[config.mk]
export PLATFORM = sky130hd
export DESIGN_NAME = touch_gesture_classifier
export DESIGN_NICKNAME = d
export VERILOG_FILES = /design/src/hw/rtl/tgc_pkg.sv /design/src/hw/rtl/tgc_sq_acc.sv /design/src/hw/rtl/tgc_sqrt.sv /design/src/hw/rtl/touch_gesture_classifier.sv
export SDC_FILE = /design/constraint.sdc
export NUM_CORES = 1
export LEC_CHECK = 0
export BUFFER_PORTS_ARGS = -buffer_cell sky130_fd_sc_hd__buf_2
export CAP_MARGIN = 10
export CORE_ASPECT_RATIO = 0.9
export CORE_MARGIN = 10
export CORE_UTILIZATION = 65
export DETAILED_ROUTE_END_ITERATION = 8
export PLACE_DENSITY_LB_ADDON = 0.25
export SYNTH_ARGS = -nofsm -noshare
export SYNTH_HDL_FRONTEND = slang
export SYNTH_SLANG_ARGS = --single-unit
[constraint.sdc]
create_clock -name clk -period 21.1 [get_ports clk]
set_input_delay 2.11 -clock clk [delete_from_list [all_inputs] [get_ports clk]]
set_output_delay 2.11 -clock clk [all_outputs]
set_load 0.01 [all_outputs]
[src/hw/rtl/tgc_pkg.sv]
// Shared types and constants for the touch gesture classifier.
package tgc_pkg;

  // Fixed field widths
  localparam int COUNT_W = 4;
  localparam int TIME_W  = 32;
  localparam int SWIPE_W = 12;
  localparam int FLICK_W = 16;
  localparam int PINCH_W = 16;
  localparam int DATA_W  = 32;
  localparam int ADDR_W  = 4;

  // Register reset values
  localparam logic [SWIPE_W-1:0] SWIPE_RST = 12'd80;
  localparam logic [FLICK_W-1:0] FLICK_RST = 16'd200;
  localparam logic [PINCH_W-1:0] PINCH_RST = 16'd8;

  // Register indexes (word address bits)
  localparam logic [1:0] REG_SWIPE = 2'd0;
  localparam logic [1:0] REG_FLICK = 2'd1;
  localparam logic [1:0] REG_PINCH = 2'd2;

  // Sequencer states
  typedef enum logic [2:0] {
    ST_IDLE,
    ST_SQX,
    ST_SQY,
    ST_SQL,
    ST_ROOT,
    ST_WAIT,
    ST_FIN
  } state_t;

  // Command to the shared square/accumulate unit
  typedef struct packed {
    logic en;
    logic load;
  } sq_cmd_t;

endpackage

[src/hw/rtl/tgc_sq_acc.sv]
// Shared unit: squares an absolute difference and loads or accumulates it.
module tgc_sq_acc #(
  parameter int MUL_W = 12
) (
  input  logic               clk,
  input  tgc_pkg::sq_cmd_t   cmd,
  input  logic [MUL_W-1:0]   op_a,
  input  logic [MUL_W-1:0]   op_b,
  output logic [2*MUL_W:0]   acc
);
  import tgc_pkg::*;

  logic [MUL_W-1:0]   diff;
  logic [2*MUL_W-1:0] sq;
  logic [2*MUL_W:0]   acc_r;
  logic [2*MUL_W:0]   acc_nxt;

  // |a - b| squared
  always_comb begin
    diff = (op_a >= op_b) ? (op_a - op_b) : (op_b - op_a);
    sq   = diff * diff;
  end

  // load or add
  always_comb begin
    acc_nxt = acc_r;
    if (cmd.en) begin
      if (cmd.load) begin
        acc_nxt = {1'b0, sq};
      end else begin
        acc_nxt = acc_r + {1'b0, sq};
      end
    end
  end

  always_ff @(posedge clk) begin
    acc_r <= acc_nxt;
  end

  assign acc = acc_r;

endmodule

[src/hw/rtl/tgc_sqrt.sv]
// Iterative floor square root, one root bit per cycle.
module tgc_sqrt #(
  parameter int ROOT_W = 17
) (
  input  logic                  clk,
  input  logic                  rst_n,
  input  logic                  start,
  input  logic [2*ROOT_W-1:0]   radicand,
  output logic                  done,
  output logic [ROOT_W-1:0]     root
);
  import tgc_pkg::*;

  localparam int REM_W = ROOT_W + 2;
  localparam int CNT_W = $clog2(ROOT_W + 1);

  logic [2*ROOT_W-1:0] rad_r, rad_nxt;
  logic [REM_W-1:0]    rem_r, rem_nxt;
  logic [ROOT_W-1:0]   root_r, root_nxt;
  logic [CNT_W-1:0]    cnt_r, cnt_nxt;
  logic                busy_r, busy_nxt;
  logic                done_r, done_nxt;
  logic [REM_W+1:0]    shifted;
  logic [REM_W+1:0]    trial;

  // trial subtract of (4*root + 1) from the shifted remainder
  always_comb begin
    shifted = {rem_r, rad_r[2*ROOT_W-1 -: 2]};
    trial   = shifted - {2'b00, root_r, 2'b01};
  end

  always_comb begin
    rad_nxt  = rad_r;
    rem_nxt  = rem_r;
    root_nxt = root_r;
    cnt_nxt  = cnt_r;
    busy_nxt = busy_r;
    done_nxt = 1'b0;
    if (start) begin
      rad_nxt  = radicand;
      rem_nxt  = '0;
      root_nxt = '0;
      cnt_nxt  = CNT_W'(ROOT_W);
      busy_nxt = 1'b1;
    end else if (busy_r) begin
      rad_nxt = rad_r << 2;
      if (!trial[REM_W+1]) begin
        rem_nxt  = trial[REM_W-1:0];
        root_nxt = {root_r[ROOT_W-2:0], 1'b1};
      end else begin
        rem_nxt  = shifted[REM_W-1:0];
        root_nxt = {root_r[ROOT_W-2:0], 1'b0};
      end
      cnt_nxt = cnt_r - CNT_W'(1);
      if (cnt_r == CNT_W'(1)) begin
        busy_nxt = 1'b0;
        done_nxt = 1'b1;
      end
    end
  end

  always_ff @(posedge clk) begin
    if (!rst_n) begin
      busy_r <= 1'b0;
      done_r <= 1'b0;
      cnt_r  <= '0;
    end else begin
      busy_r <= busy_nxt;
      done_r <= done_nxt;
      cnt_r  <= cnt_nxt;
    end
  end

  always_ff @(posedge clk) begin
    rad_r  <= rad_nxt;
    rem_r  <= rem_nxt;
    root_r <= root_nxt;
  end

  assign done = done_r;
  assign root = root_r;

endmodule

[src/hw/rtl/touch_gesture_classifier.sv]
// Touch gesture classifier: tap, swipe, flick and pinch from touch frames.
//
// One touch frame per input word (finger count, two points, ms timestamp);
// one result word per frame (gesture flags, touching, tracked point, count).
// Both channels use valid/stall; a word moves when valid is high and stall
// is low. Registers sit on an APB-style port at byte addresses 0, 4, 8.
// A small sequencer drives one shared square/accumulate unit and an
// iterative square root, so in_stall stays high while a frame is worked on.
// Steps from acceptance to the result register, by kind of frame:
//   no release and fewer than two fingers: straight to the commit step
//   release (classification): square dx, add dy^2, then square the swipe
//     distance while keeping the travel, then commit
//   two or more fingers (spread): square dx, add dy^2, start the root unit
//     and wait for it (it resolves one root bit per cycle), then commit.
// A finished result sits in the output register; the next frame is worked
// on meanwhile and waits in its last step only if that register is still
// held by out_stall. Reset (rst_n low, synchronous) ends any touch, clears
// the tracked points and pinch reference and restores register defaults.
module touch_gesture_classifier #(
  parameter int COORD_BITS = 12,
  parameter int FRAC_BITS  = 4
) (
  input  logic                           clk,
  input  logic                           rst_n,
  // input channel
  input  logic                           in_valid,
  output logic                           in_stall,
  input  logic [tgc_pkg::COUNT_W-1:0]    in_finger_count,
  input  logic [COORD_BITS-1:0]          in_first_x,
  input  logic [COORD_BITS-1:0]          in_first_y,
  input  logic [COORD_BITS-1:0]          in_second_x,
  input  logic [COORD_BITS-1:0]          in_second_y,
  input  logic [tgc_pkg::TIME_W-1:0]     in_now_ms,
  // result channel
  output logic                           out_valid,
  input  logic                           out_stall,
  output logic                           out_tap,
  output logic                           out_swipe,
  output logic                           out_flick,
  output logic                           out_pinch_in,
  output logic                           out_pinch_out,
  output logic                           out_touching,
  output logic [COORD_BITS-1:0]          out_current_x,
  output logic [COORD_BITS-1:0]          out_current_y,
  output logic [tgc_pkg::COUNT_W-1:0]    out_fingers,
  // configuration
  input  logic                           psel,
  input  logic                           penable,
  input  logic                           pwrite,
  input  logic [tgc_pkg::ADDR_W-1:0]     paddr,
  input  logic [tgc_pkg::DATA_W-1:0]     pwdata,
  output logic [tgc_pkg::DATA_W-1:0]     prdata,
  output logic                           pready
);
  import tgc_pkg::*;

  localparam int MUL_W    = (COORD_BITS > SWIPE_W) ? COORD_BITS : SWIPE_W;
  localparam int ACC_W    = 2 * MUL_W + 1;
  localparam int TRAV_W   = 2 * COORD_BITS + 1;
  localparam int SPREAD_W = COORD_BITS + FRAC_BITS + 1;
  localparam int RAD_W    = 2 * SPREAD_W;
  localparam int DIFF_W   = (SPREAD_W > PINCH_W) ? SPREAD_W : PINCH_W;

  // configuration registers
  logic [SWIPE_W-1:0] swipe_dist_r;
  logic [FLICK_W-1:0] flick_time_r;
  logic [PINCH_W-1:0] pinch_thr_r;
  logic               cfg_wr;

  // sequencer
  state_t state_r, state_nxt;
  logic   accept;
  logic   out_free;
  logic   release_r;

  // latched frame
  logic [COUNT_W-1:0]    cnt_r;
  logic [COORD_BITS-1:0] ax_r, ay_r, bx_r, by_r;
  logic [TIME_W-1:0]     now_r;

  // tracking state
  logic                  in_touch_r;
  logic [COORD_BITS-1:0] start_px_r, start_py_r, last_px_r, last_py_r;
  logic [TIME_W-1:0]     start_ms_r;
  logic [SPREAD_W-1:0]   prior_r;
  logic [TRAV_W-1:0]     trav_r;

  // shared units
  sq_cmd_t             sq_cmd;
  logic [MUL_W-1:0]    op_a, op_b;
  logic [ACC_W-1:0]    acc;
  logic                root_start;
  logic                root_done;
  logic [SPREAD_W-1:0] spread;
  logic [RAD_W-1:0]    radicand;

  // result register
  logic                  out_valid_r;
  logic                  tap_r, swipe_r, flick_r, pin_r, pout_r, touching_r;
  logic [COORD_BITS-1:0] cur_x_r, cur_y_r;
  logic [COUNT_W-1:0]    fingers_r;

  // commit values
  logic                  commit;
  logic                  is_tap, is_swipe, is_flick, is_pin, is_pout;
  logic                  multi;
  logic                  grew;
  logic [SPREAD_W-1:0]   sdiff;
  logic [TIME_W-1:0]     elapsed;

  assign accept   = in_valid && !in_stall;
  assign out_free = !out_valid_r || !out_stall;
  assign multi    = cnt_r > COUNT_W'(1);

  //--------------------------------------------------------------------
  // configuration port
  assign pready = 1'b1;
  assign cfg_wr = psel && penable && pwrite;

  always_ff @(posedge clk) begin
    if (!rst_n) begin
      swipe_dist_r <= SWIPE_RST;
      flick_time_r <= FLICK_RST;
      pinch_thr_r  <= PINCH_RST;
    end else if (cfg_wr) begin
      unique case (paddr[3:2])
        REG_SWIPE: swipe_dist_r <= pwdata[SWIPE_W-1:0];
        REG_FLICK: flick_time_r <= pwdata[FLICK_W-1:0];
        REG_PINCH: pinch_thr_r  <= pwdata[PINCH_W-1:0];
        default: ;
      endcase
    end
  end

  always_comb begin
    unique case (paddr[3:2])
      REG_SWIPE: prdata = DATA_W'(swipe_dist_r);
      REG_FLICK: prdata = DATA_W'(flick_time_r);
      REG_PINCH: prdata = DATA_W'(pinch_thr_r);
      default:   prdata = '0;
    endcase
  end

  //--------------------------------------------------------------------
  // sequencer next state
  always_comb begin
    state_nxt = state_r;
    unique case (state_r)
      ST_IDLE: begin
        if (accept) begin
          if ((in_finger_count == '0 && in_touch_r) || in_finger_count > COUNT_W'(1)) begin
            state_nxt = ST_SQX;
          end else begin
            state_nxt = ST_FIN;
          end
        end
      end
      ST_SQX:  state_nxt = ST_SQY;
      ST_SQY:  state_nxt = release_r ? ST_SQL : ST_ROOT;
      ST_SQL:  state_nxt = ST_FIN;
      ST_ROOT: state_nxt = ST_WAIT;
      ST_WAIT: state_nxt = root_done ? ST_FIN : ST_WAIT;
      ST_FIN:  state_nxt = out_free ? ST_IDLE : ST_FIN;
      default: state_nxt = ST_IDLE;
    endcase
  end

  // sequencer outputs
  always_comb begin
    in_stall   = 1'b1;
    sq_cmd     = '0;
    root_start = 1'b0;
    commit     = 1'b0;
    unique case (state_r)
      ST_IDLE: in_stall = 1'b0;
      ST_SQX:  sq_cmd   = '{en: 1'b1, load: 1'b1};
      ST_SQY:  sq_cmd   = '{en: 1'b1, load: 1'b0};
      ST_SQL:  sq_cmd   = '{en: 1'b1, load: 1'b1};
      ST_ROOT: root_start = 1'b1;
      ST_WAIT: ;
      ST_FIN:  commit   = out_free;
      default: ;
    endcase
  end

  // operand selection for the shared unit
  always_comb begin
    op_a = '0;
    op_b = '0;
    unique case (state_r)
      ST_SQX: begin
        op_a = release_r ? MUL_W'(last_px_r) : MUL_W'(ax_r);
        op_b = release_r ? MUL_W'(start_px_r) : MUL_W'(bx_r);
      end
      ST_SQY: begin
        op_a = release_r ? MUL_W'(last_py_r) : MUL_W'(ay_r);
        op_b = release_r ? MUL_W'(start_py_r) : MUL_W'(by_r);
      end
      ST_SQL: op_a = MUL_W'(swipe_dist_r);
      default: ;
    endcase
  end

  always_ff @(posedge clk) begin
    if (!rst_n) begin
      state_r <= ST_IDLE;
    end else begin
      state_r <= state_nxt;
    end
  end

  // frame capture
  always_ff @(posedge clk) begin
    if (accept) begin
      cnt_r     <= in_finger_count;
      ax_r      <= in_first_x;
      ay_r      <= in_first_y;
      bx_r      <= in_second_x;
      by_r      <= in_second_y;
      now_r     <= in_now_ms;
      release_r <= (in_finger_count == '0) && in_touch_r;
    end
    // keep the travel while the unit squares the swipe distance
    if (state_r == ST_SQL) begin
      trav_r <= acc[TRAV_W-1:0];
    end
  end

  //--------------------------------------------------------------------
  // shared arithmetic
  tgc_sq_acc #(
    .MUL_W (MUL_W)
  ) u_sq_acc (
    .clk  (clk),
    .cmd  (sq_cmd),
    .op_a (op_a),
    .op_b (op_b),
    .acc  (acc)
  );

  // squared spread scaled to FRAC_BITS fraction bits
  assign radicand = RAD_W'(acc[TRAV_W-1:0]) << (2 * FRAC_BITS);

  tgc_sqrt #(
    .ROOT_W (SPREAD_W)
  ) u_sqrt (
    .clk      (clk),
    .rst_n    (rst_n),
    .start    (root_start),
    .radicand (radicand),
    .done     (root_done),
    .root     (spread)
  );

  //--------------------------------------------------------------------
  // classification
  always_comb begin
    elapsed  = now_r - start_ms_r;
    is_tap   = release_r && (ACC_W'(trav_r) < acc);
    is_swipe = release_r && !(ACC_W'(trav_r) < acc);
    is_flick = is_swipe && (elapsed <= TIME_W'(flick_time_r));
    grew     = spread > prior_r;
    sdiff    = grew ? (spread - prior_r) : (prior_r - spread);
    is_pout  = multi && (prior_r != '0) && grew &&
               (DIFF_W'(sdiff) > DIFF_W'(pinch_thr_r));
    is_pin   = multi && (prior_r != '0) && !grew &&
               (DIFF_W'(sdiff) > DIFF_W'(pinch_thr_r));
  end

  // tracking state update
  always_ff @(posedge clk) begin
    if (!rst_n) begin
      in_touch_r <= 1'b0;
      start_px_r <= '0;
      start_py_r <= '0;
      last_px_r  <= '0;
      last_py_r  <= '0;
      start_ms_r <= '0;
      prior_r    <= '0;
    end else if (commit) begin
      if (cnt_r != '0) begin
        if (!in_touch_r) begin
          start_px_r <= ax_r;
          start_py_r <= ay_r;
          start_ms_r <= now_r;
        end
        in_touch_r <= 1'b1;
        last_px_r  <= ax_r;
        last_py_r  <= ay_r;
        if (multi) begin
          prior_r <= spread;
        end
      end else if (release_r) begin
        in_touch_r <= 1'b0;
        prior_r    <= '0;
      end
    end
  end

  //--------------------------------------------------------------------
  // result register
  always_ff @(posedge clk) begin
    if (!rst_n) begin
      out_valid_r <= 1'b0;
    end else if (commit) begin
      out_valid_r <= 1'b1;
    end else if (!out_stall) begin
      out_valid_r <= 1'b0;
    end
  end

  always_ff @(posedge clk) begin
    if (commit) begin
      tap_r      <= is_tap;
      swipe_r    <= is_swipe;
      flick_r    <= is_flick;
      pin_r      <= is_pin;
      pout_r     <= is_pout;
      touching_r <= cnt_r != '0;
      cur_x_r    <= (cnt_r != '0) ? ax_r : last_px_r;
      cur_y_r    <= (cnt_r != '0) ? ay_r : last_py_r;
      fingers_r  <= cnt_r;
    end
  end

  assign out_valid     = out_valid_r;
  assign out_tap       = tap_r;
  assign out_swipe     = swipe_r;
  assign out_flick     = flick_r;
  assign out_pinch_in  = pin_r;
  assign out_pinch_out = pout_r;
  assign out_touching  = touching_r;
  assign out_current_x = cur_x_r;
  assign out_current_y = cur_y_r;
  assign out_fingers   = fingers_r;

endmodule

# Word level (Yosys, flattened, before mapping)

Cells that the tools add are included.

Flip-flop bits (word level): 384
Logic and storage cells: 143

Add/sub/neg operators: 8
$mul: 1
Order comparisons: 7
Eq/ne operators: 12
Mux-type cells: 39
Bitwise gates (word level): 3
Reductions and logical operators: 34

Operators with widths:

| operator                                                    | count |
|---|---|
| 12-bit two-way mux                                          | 7 |
| 17-bit two-way mux                                          | 4 |
| 33-bit two-way mux                                          | 2 |
| 16-bit one-hot mux with 3 select lines                      | 1 |
| 12-bit one-hot mux with 3 select lines                      | 1 |
| 17-bit subtractor                                           | 2 |
| 32-bit by 16-bit less-or-equal comparator with 1-bit output | 1 |
| 32-bit subtractor                                           | 1 |
| 25-bit by 24-bit adder with 25-bit output                   | 1 |
| 25-bit < comparator                                         | 1 |
| 12-bit by 12-bit multiplier with 24-bit output              | 1 |
| 24-bit two-way mux                                          | 1 |
| 12-bit one-hot mux with 2 select lines                      | 1 |
| 12-bit subtractor                                           | 2 |
| 3-bit one-hot mux with 7 select lines                       | 1 |
| 21-bit by 19-bit subtractor with 21-bit output              | 1 |
| 19-bit two-way mux                                          | 1 |
| 17-bit by 16-bit > comparator with 1-bit output             | 1 |
| 17-bit > comparator                                         | 1 |
| 17-bit nonzero test                                         | 1 |
| 12-bit greater-or-equal comparator                          | 1 |
| 1-bit logical AND                                           | 12 |
| 1-bit two-way mux                                           | 12 |
| 3-bit two-way mux                                           | 4 |
| 25 further kinds                                            | 43 |

# Logic depth before layout (Yosys ltp)

Gate-level depths: netlist of run 1.

Depth in word-level cells: 7
Gate-level depth with buffers: 50
Depth with buffers taken out: 46

# Modules after synthesis

From an unflattened synthesis of run 1, not the netlist that was laid out.

Cell total of the unflattened synthesis: 3,008
Area total of the unflattened synthesis: 27,939.3 µm²

Modules (own cells, without submodules):

| module                   | instances | cells each | area an instance (µm²) |
|---|---|---|---|
| touch_gesture_classifier | 1         | 1,704      | 16,163.0 |
| tgc_sq_acc               | 1         | 882        | 7,485.9 |
| tgc_sqrt                 | 1         | 422        | 4,290.4 |

# Least setup slack after synthesis of run 1

OpenSTA, ideal clock, no wires.

Path kind: register to register
Start point: reg release_r
End point: reg u_sq_acc.acc_r[23], in the netlist u_sq_acc.acc[23] (data pin)
Data arrival time: 9.885 ns
Data required time: 20.840 ns
Slack: 10.955 ns
Cell stages (with the launch flop): 44
Buffers on the path: 6
Clock period less this slack: 10.145 ns
Cells stage by stage: edfxtp_1 > clkbuf_1 > clkbuf_1 > mux2i_1 > nor2_1 > a221o_1 > ha_1 > clkbuf_2 > a21oi_1 > nand2_1 > a41oi_1 > o311ai_2 > buf_4 > buf_4 > mux2i_1 > nand2_1 > xnor2_1 > buf_2 > [... 8 more ...] > inv_1 > fa_1 > inv_1 > ha_1 > or3_1 > o21ai_0 > xnor2_1 > ha_1 > and2_1 > a22o_1 > o21ai_0 > a21oi_1 > o31a_1 > o41ai_4 > o2111ai_1 > a21oi_1 > xnor2_1 > mux2_2

Cells in the longest elaborated chain, start to end: 7
Elaborated cells on any way between the ends: 13

RTL lines:

| element                                                                                                 | RTL line                        | text |
|---|---|---|
| start, declared                                                                                         | touch_gesture_classifier.sv:74  | `logic release_r;` |
| start signal, assigned                                                                                  | touch_gesture_classifier.sv:221 | `release_r <= (in_finger_count == '0) && in_touch_r;` |
| 12-bit two-way mux (on tied branches)                                                                   | n/a                             |  |
| 12-bit one-hot mux with 3 select lines / 12-bit one-hot mux with 2 select lines (equally long branches) | touch_gesture_classifier.sv:190 | `unique case (state_r)` |
| 12-bit subtractor / 12-bit greater-or-equal comparator (equally long branches)                          | tgc_sq_acc.sv:20                | `diff = (op_a >= op_b) ? (op_a - op_b) : (op_b - op_a);` |
| 12-bit two-way mux (*)                                                                                  | tgc_sq_acc.sv:20                |  |
| 12-bit by 12-bit multiplier with 24-bit output (*)                                                      | tgc_sq_acc.sv:21                | `sq = diff * diff;` |
| 25-bit by 24-bit adder with 25-bit output                                                               | tgc_sq_acc.sv:31                | `acc_nxt = acc_r + {1'b0, sq};` |
| 24-bit two-way mux (*)                                                                                  | tgc_sq_acc.sv:28                | `if (cmd.load) begin` |
| end signal, assigned                                                                                    | tgc_sq_acc.sv:37                | `acc_r <= acc_nxt;` |
| end, declared                                                                                           | tgc_sq_acc.sv:15                | `logic [2*MUL_W:0] acc_r;` |

Every way passes the cells marked *; elsewhere a longest branch is shown, timed or not.
A chain may end at the register's enable or synchronous reset.

# Worst setup path after layout of run 1

Ends and elaborated chain as after synthesis.

==> Implementation_results.wiki, run 1 <==
{| class="wikitable"
! Metric !! Value
|-
| Input/output buffers || 160
|-
| Area of combinational cells with multiple inputs || 15300 um2
|-
| Area taken by flip-flops and latches || 9630 um2
|-
| Die area || 49600 um2
|-
| Syn-to-layout area delta || 9.10%
|-
| Post-Place Cells || 3516
|-
| Post-DP HPWL || 51400 um
|-
| Required arrival time at the worst endpoint || 21.41 ns
|-
| GR Overflow Total || 0
|-
| CP Class || register to register
|-
| Clock root buffer || sky130_fd_sc_hd__clkbuf_16
|-
| Worst slew pin tran || 1.19 ns
|-
| Post-synthesis register bit count || 384
|-
| Avg Cell Area, Syn || 9.13 um2
|-
| Number of DRC markers in iteration 0 || 2054
|-
| I/O pin total || 196
|-
| Cell occurring most often along the worst timing path || sky130_fd_sc_hd__inv_1
|-
| Unrepaired setup endpoints after global routing || false
|-
| Insertion delay to the later sink of the worst-skew pair || 0.57 ns
|-
| Upper clock frequency limit || 84.0 MHz
|-
| Final hold viol count || 0
|-
| DR pass1 iterations || 6
|-
| Global-route total usage across every layer || 27.2%
|-
| Number of global-route vias before repair || 21200
|-
| Via count || 21500
|-
| Total wire length after detailed routing || 68400 um
|-
| Maximum number of pins on one net before global-route repair || 108
|-
| Placement Rows || 70
|-
| Worst-path maximum fanout || 29
|-
| Startpoint Class || register
|-
| Deepest clock path buffer count || 3
|-
| Final critical-path required period || 11.91 ns
|-
| Top flip-flop cell by instance count after synthesis || sky130_fd_sc_hd__edfxtp_1
|-
| Initial antenna violation count || 3
|-
| Number of levels the H-tree was split into || 2
|-
| Number of antenna-violating nets in the routed design || 0
|-
| Yosys warnings || 0
|-
| Number of standard cells after synthesis || 2924
|-
| Die extent in y || 212 um
|-
| Post-DR wirelength/cell || 19.0 um
|-
| Result of the run || finished clean
|-
| Die width || 234 um
|-
| Share of synthesized area occupied by flip-flops and latches || 36.1%
|-
| Instance area at placement || 27800 um2
|-
| Critical path's largest stage delay || 0.66 ns
|-
| Highest-delay cell along the critical path || sky130_fd_sc_hd__xnor2_1
|-
| Global-route wire length before repair || 109000 um
|-
| Number of synthesized flops with an enable pin || 194
|-
| Effective utilization at floorplan || 65.7%
|-
| # hold bufs at CTS || 0
|-
| FILL cells || 3044
|-
| Clock Pin Slew Worst Setup and Hold Paths || 0.07 ns
|-
| Async set-or-reset flop fraction in the synthesized netlist || 0%
|-
| Setup clock skew after layout || 0.0261 ns
|-
| Data arrival time at the worst-slack endpoint || 12.22 ns
|-
| Synth cell types || 83
|-
| Clock tree from TritonCTS || yes
|-
| Post-CTS sizing || 0
|-
| Worst setup EP type || register
|-
| Setup violation total in the final timing report || 0
|-
| Count of non-filler cells in the finished layout || 3591
|-
| Number of clock sinks || 384
|-
| Vias per std cell || 6.00
|-
| Mapped cell area || 26700 um2
|-
| Final count of pins violating max slew || 0
|-
| Setup tns final || 0 ns
|-
| Count of maximum capacitance violations || 0
|-
| Hold crit path type || register to register
|-
| Final core occ || 71.7%
|-
| Relative slew slack || 20.3%
|-
| Final nets || 3477
|-
| Number of buffers inserted by post-CTS setup repair || 0
|-
| Design Area, Final || 29100 um2
|-
| CORE AREA || 40600 um2
|-
| Share of layout cells above drive strength 1 || 10.2%
|-
| Number of clock buffers inserted by TritonCTS || 39
|-
| Gp weighted congestion || 0.918
|-
| Share of the clock period used by the worst path || 56.4%
|-
| Post-detailed-route DRC marker count || 0
|}
==> state kept, by name, summed over array words and instances (netlist names), 5 cells and up <==
signal / flops
ax_r: 12
ay_r: 12
bx_r: 12
by_r: 12
flick_time_r: 16
last_px_r: 12
last_py_r: 12
now_r: 32
out_current_x: 12
out_current_y: 12
pinch_thr_r: 16
prior_r: 17
start_ms_r: 32
start_px_r: 12
start_py_r: 12
swipe_dist_r: 12
trav_r: 25
u_sq_acc.acc: 25
u_sqrt.cnt_r: 5
u_sqrt.rad_r: 26
u_sqrt.rem_r: 19
u_sqrt.root: 17
==> worst paths after layout <==
path                                         end       from  slack [ns]  cells after the start
worst max-delay path            u_sq_acc.acc[23]  release_r        9.19                     42
worst min-delay path              out_fingers[2]   cnt_r[2]        0.44                      0
worst max register to register  u_sq_acc.acc[23]  release_r        9.19                     42
worst min register to register    out_fingers[2]   cnt_r[2]        0.44                      0
==> layout by cell type, fill, tap and decap left out, types with 35 or more instances in the layout <==
cell type	n
sky130_fd_sc_hd__nand2_1	401
sky130_fd_sc_hd__inv_1	312
sky130_fd_sc_hd__ha_1	244
sky130_fd_sc_hd__nor2_1	198
sky130_fd_sc_hd__edfxtp_1	194
sky130_fd_sc_hd__dfxtp_1	189
sky130_fd_sc_hd__a21oi_1	161
sky130_fd_sc_hd__buf_2	160
sky130_fd_sc_hd__o21ai_0	141
sky130_fd_sc_hd__a21boi_0	123
sky130_fd_sc_hd__fa_1	87
sky130_fd_sc_hd__mux2i_1	86
sky130_fd_sc_hd__xnor2_1	68
sky130_fd_sc_hd__a21o_1	46
sky130_fd_sc_hd__clkbuf_16	43
sky130_fd_sc_hd__xor2_1	39
sky130_fd_sc_hd__nor2b_1	38
sky130_fd_sc_hd__o21a_1	35
==> layout make-up <==
| type | instances | share of cell area, % |
|---|---|---|
| diodes | 3 | 0.0258 |
| clock buffers | 56 | 3.96 |
| clock inverters | 14 | 0.640 |
| inverters | 316 | 4.07 |
| multi-input cells | 2096 | 52.6 |
| flip-flops and latches | 384 | 33.1 |
| well taps | 540 | 2.32 |
| repair buffers | 182 | 3.33 |
==> worst max-delay path: cells and delay by family (launching register included) <==
family / cells / cell delay (ns)
fa+ha+maj: 9 / 3.57
compound gates: 12 / 3.21
simple gates: 6 / 1.71
buf+inv: 10 / 1.24
xor+xnor: 3 / 0.98
mux: 2 / 0.56
flops: 1 / 0.32
==> cell usage after synthesis (24+ instances only) <==
master | n | area share (%)
sky130_fd_sc_hd__xor2_1 | 39 | 1.3
sky130_fd_sc_hd__nand3_1 | 33 | 0.62
sky130_fd_sc_hd__nor2_1 | 201 | 2.8
sky130_fd_sc_hd__ha_1 | 244 | 11
sky130_fd_sc_hd__inv_1 | 312 | 4.4
sky130_fd_sc_hd__nand4_1 | 24 | 0.56
sky130_fd_sc_hd__o21a_1 | 35 | 0.98
sky130_fd_sc_hd__xnor2_1 | 68 | 2.2
sky130_fd_sc_hd__fa_1 | 87 | 6.5
sky130_fd_sc_hd__mux2_2 | 33 | 1.4
sky130_fd_sc_hd__nand2b_1 | 25 | 0.59
sky130_fd_sc_hd__a21boi_0 | 123 | 3.5
sky130_fd_sc_hd__mux2i_1 | 86 | 3.2
sky130_fd_sc_hd__clkbuf_1 | 91 | 1.3
sky130_fd_sc_hd__nand2_1 | 401 | 5.6
sky130_fd_sc_hd__edfxtp_1 | 194 | 22
sky130_fd_sc_hd__nor3_1 | 27 | 0.51
sky130_fd_sc_hd__a22oi_1 | 30 | 0.84
sky130_fd_sc_hd__nor2b_1 | 38 | 0.89
sky130_fd_sc_hd__dfxtp_1 | 190 | 14
sky130_fd_sc_hd__a21o_1 | 46 | 1.3
sky130_fd_sc_hd__a21oi_1 | 161 | 3.0
sky130_fd_sc_hd__o21ai_0 | 141 | 2.6
==> cells by family (layout without fill, tap and decap cells) <==
kind of cell	Yosys count	count (layout)	synth area share, %
AO/OA/AOI/OAI	703	703	17.5
buffers and inverters	459	568	6.88
other	2	20	0.0281
adder cells (fa/ha/maj)	331	331	18.0
flip-flops	384	384	36.1
multiplexers	119	119	4.62
AND/OR/NAND/NOR	816	816	13.3
XOR/XNOR	110	110	3.69
==> metrics by stage <==
stage | setup slack [ns] | hold slack [ns]
after floorplan | 10.96 | 0.417
after global placement | 9.55 | 0.429
after detailed placement | 9.47 | 0.434
after CTS | 9.43 | 0.443
after global routing | 8.68 | 0.464
final | 9.19 | 0.442
==> per-layer routing <==
| layer | global-route usage [%] | wire [um] | up-vias | share of wire [%] |
|---|---|---|---|---|
| met5 | 0 | 0 | - | 0 |
| met1 | 36.2 | 28600 | 10300 | 42 |
| li1 | - | - | 10200 | - |
| met4 | 9.49 | 2190 | 0 | 3.2 |
| met2 | 44.1 | 32000 | 885 | 47 |
| met3 | 4.60 | 5620 | 127 | 8.2 |
Power of run 1 is left out: the tool's default activity adds up to more than one toggle a clock period on the data nets, which glitch-free logic cannot reach.
==> run 2, diff against run 1 <==
- CORE_UTILIZATION: 65 -> 56
- clock period: 21.1 -> 9.9 ns (I/O delays scaled with it)
==> Implementation_results.wiki, run 2 (synthesis results as in run 1) <==
{| class="wikitable"
! Metric !! Value
|-
| Result of the run || finished, violations left
|-
| Violated checks || negative setup slack
|-
| Clock tree from TritonCTS || yes
|-
| Insertion delay to the later sink of the worst-skew pair || 0.57 ns (about the same)
|-
| Total wire length after detailed routing || 70900 um (+3.7%)
|-
| I/O pin total || 196 (unchanged)
|-
| Worst Hold Launch || cnt_r[3]
|-
| Number of clock buffers inserted by TritonCTS || 41 (+5.1%)
|-
| Start point of the critical path || release_r
|-
| Post-place setup slack || -0.348 ns (-9.82 ns)
|-
| Unrepaired setup endpoints after global routing || true
|-
| Critical path's largest stage delay || 0.55 ns (-0.11 ns)
|-
| Hold crit path type || register to register
|-
| Final critical-path required period || 9.96 ns (-1.95 ns)
|-
| Syn-to-layout area delta || 16.5%
|-
| Effective utilization at floorplan || 56.9% (-8.8 points)
|-
| Worst setup EP type || register
|-
| Min Hold Slack || 0.451 ns (+0.00903 ns)
|-
| Required arrival time at the worst endpoint || 10.21 ns (-11.20 ns)
|-
| Startpoint Class || register
|-
| Number of levels the H-tree was split into || 2 (unchanged)
|-
| Global-route wire length before repair || 113000 um (+3.0%)
|-
| CORE AREA || 46900 um2 (+15%)
|-
| Number of global-route vias before repair || 21700 (+2.3%)
|-
| Initial antenna violation count || 1 (-2)
|-
| Input/output buffers || 160 (unchanged)
|-
| Top flop regs || now_r x32, start_ms_r x32, u_sqrt.rad_r x26
|-
| Die width || 250 um (+7.1%)
|-
| Number of DRC markers in iteration 0 || 1785 (-13%)
|-
| Buffer and inverter count on the worst path || 14 (+4)
|-
| Gp weighted congestion || 0.947 (+3.2%)
|-
| CP Class || register to register
|-
| Post-Place Cells || 3734 (+6.2%)
|-
| Post-DP HPWL || 53200 um (+3.5%)
|-
| Number of antenna-violating nets in the routed design || 0 (unchanged)
|-
| Final WS setup || -0.0578 ns (-9.25 ns)
|-
| Worst-path maximum fanout || 7 (-76%)
|-
| Total inserted antenna cells || 0 (-3)
|-
| Setup violation total in the final timing report || 1 (+1)
|-
| Placement Rows || 75 (+7.1%)
|-
| Die area || 56800 um2 (+15%)
|-
| GR Overflow Total || 0 (unchanged)
|-
| Cell type group with the largest total delay on the critical path || adder cells
|-
| Maximum number of pins on one net before global-route repair || 95 (-12%)
|-
| Top library cells by usage in the layout, fill and taps aside || sky130_fd_sc_hd__nand2_1, sky130_fd_sc_hd__inv_1, sky130_fd_sc_hd__ha_1
|-
| Clock Pin Slew Worst Setup and Hold Paths || 0.07 ns (about the same)
|-
| Clock root buffer || sky130_fd_sc_hd__clkbuf_16
|-
| Setup clock skew after layout || 0.0267 ns (+0.000550 ns)
|-
| Final nets || 3641 (+4.7%)
|-
| Final count of pins violating max slew || 0 (unchanged)
|-
| Post-detailed-route DRC marker count || 0 (unchanged)
|-
| Relative slew slack || 18.8% (-1.6 points)
|-
| Deepest clock path buffer count || 3 (unchanged)
|-
| Source of the worst register-to-register timing path || release_r
|-
| Highest-delay cell along the critical path || sky130_fd_sc_hd__fa_1
|-
| Upper clock frequency limit || 100 MHz (+20%)
|-
| DR pass1 iterations || 7 (+1)
|-
| Vias per std cell || 5.71 (-4.9%)
|-
| Via count || 21900 (+1.5%)
|-
| Count of non-filler cells in the finished layout || 3832 (+6.7%)
|-
| Share of the clock period used by the worst path || 101% (+44 points)
|-
| Final hold viol count || 0 (unchanged)
|-
| Data arrival time at the worst-slack endpoint || 10.26 ns (-1.96 ns)
|-
| Number of clock sinks || 384 (unchanged)
|-
| Final core occ || 66.3% (-5.4 points)
|-
| Die extent in y || 227 um (+7.0%)
|-
| Count of maximum capacitance violations || 0 (unchanged)
|-
| Global-route total usage across every layer || 24.1% (-3.1 points)
|-
| Post-DR wirelength/cell || 18.5 um (-2.8%)
|-
| Worst slew pin tran || 1.22 ns (+0.0236 ns)
|-
| Cell occurring most often along the worst timing path || sky130_fd_sc_hd__buf_4
|-
| Most common cell after layout, fill and taps aside || sky130_fd_sc_hd__nand2_1
|-
| Share of layout cells above drive strength 1 || 17.8% (+7.6 points)
|}
[run 2: changes by cell type in the layout (fill, tap and decap cells not counted), moves of 7 or more]
cell | previous run | this run
sky130_fd_sc_hd__buf_4 | 21 | 174
sky130_fd_sc_hd__ha_1 | 244 | 230
sky130_fd_sc_hd__a21oi_1 | 161 | 148
sky130_fd_sc_hd__a21oi_2 | 1 | 14
sky130_fd_sc_hd__ha_4 | 0 | 10
sky130_fd_sc_hd__o21ai_0 | 141 | 133
sky130_fd_sc_hd__nor2_1 | 198 | 191
[run 2: through the flow]
stage / area (um2) / TNS [ns]
3_5_place_dp: 29000 / -1.18
2_1_floorplan: 26800 / 0
5_1_grt: 31100 / -1.39
3_3_place_gp: 29000 / -0.720
6_report: 31100 / -0.0578
4_1_cts: 30600 / 0
[run 2: per-layer routing]
layer	routed length, um	vias to the layer above	track usage, %
met4	1610	0	6.50
li1	-	10500	-
met2	32600	665	39.4
met1	32200	10600	32.8
met3	4440	102	3.64
met5	0	-	0
[run 2: final cells by class]
| class | count | area, um2 |
|---|---|---|
| Multi-Input combinational cell | 2096 | 16000 |
| Tap cell | 616 | 771 |
| Inverter | 316 | 1190 |
| Timing Repair Buffer | 344 | 2260 |
| Sequential cell | 384 | 9630 |
| Fill cell | 3756 | 15800 |
| Clock inverter | 16 | 105 |
| Clock buffer | 60 | 1200 |
[run 2: final timing paths]
kind / endpoint / slack (ns) / depth (start not counted)
worst max-delay path: u_sq_acc.acc[23] / -0.06 / 48
worst min-delay path: out_fingers[3] / 0.45 / 0
worst max register to register: u_sq_acc.acc[23] / -0.06 / 48
worst min register to register: out_fingers[3] / 0.45 / 0
[run 2: what timing repair did]
item | CTS | global route
setup endpoints to repair | 7 | 10
gates cloned | 1 | 0
buffers inserted | 7 | 13
pin swaps | 27 | 53
hold buffers | 0 | 0
gates resized for setup | 46 | 91
endpoints found under the hold margin | 0 | 0
[run 2: worst reg2reg max path: cells and delay by family, from the launching register on]
family | cells | cell delay [ns]
AO/OA/AOI/OAI | 13 | 2.50
XOR/XNOR | 3 | 0.33
adder cells (fa/ha/maj) | 9 | 3.39
buffers and inverters | 14 | 1.69
flip-flops | 1 | 0.40
multiplexers | 2 | 0.41
AND/OR/NAND/NOR | 7 | 0.93
Power of run 2 is left out for the same reason.
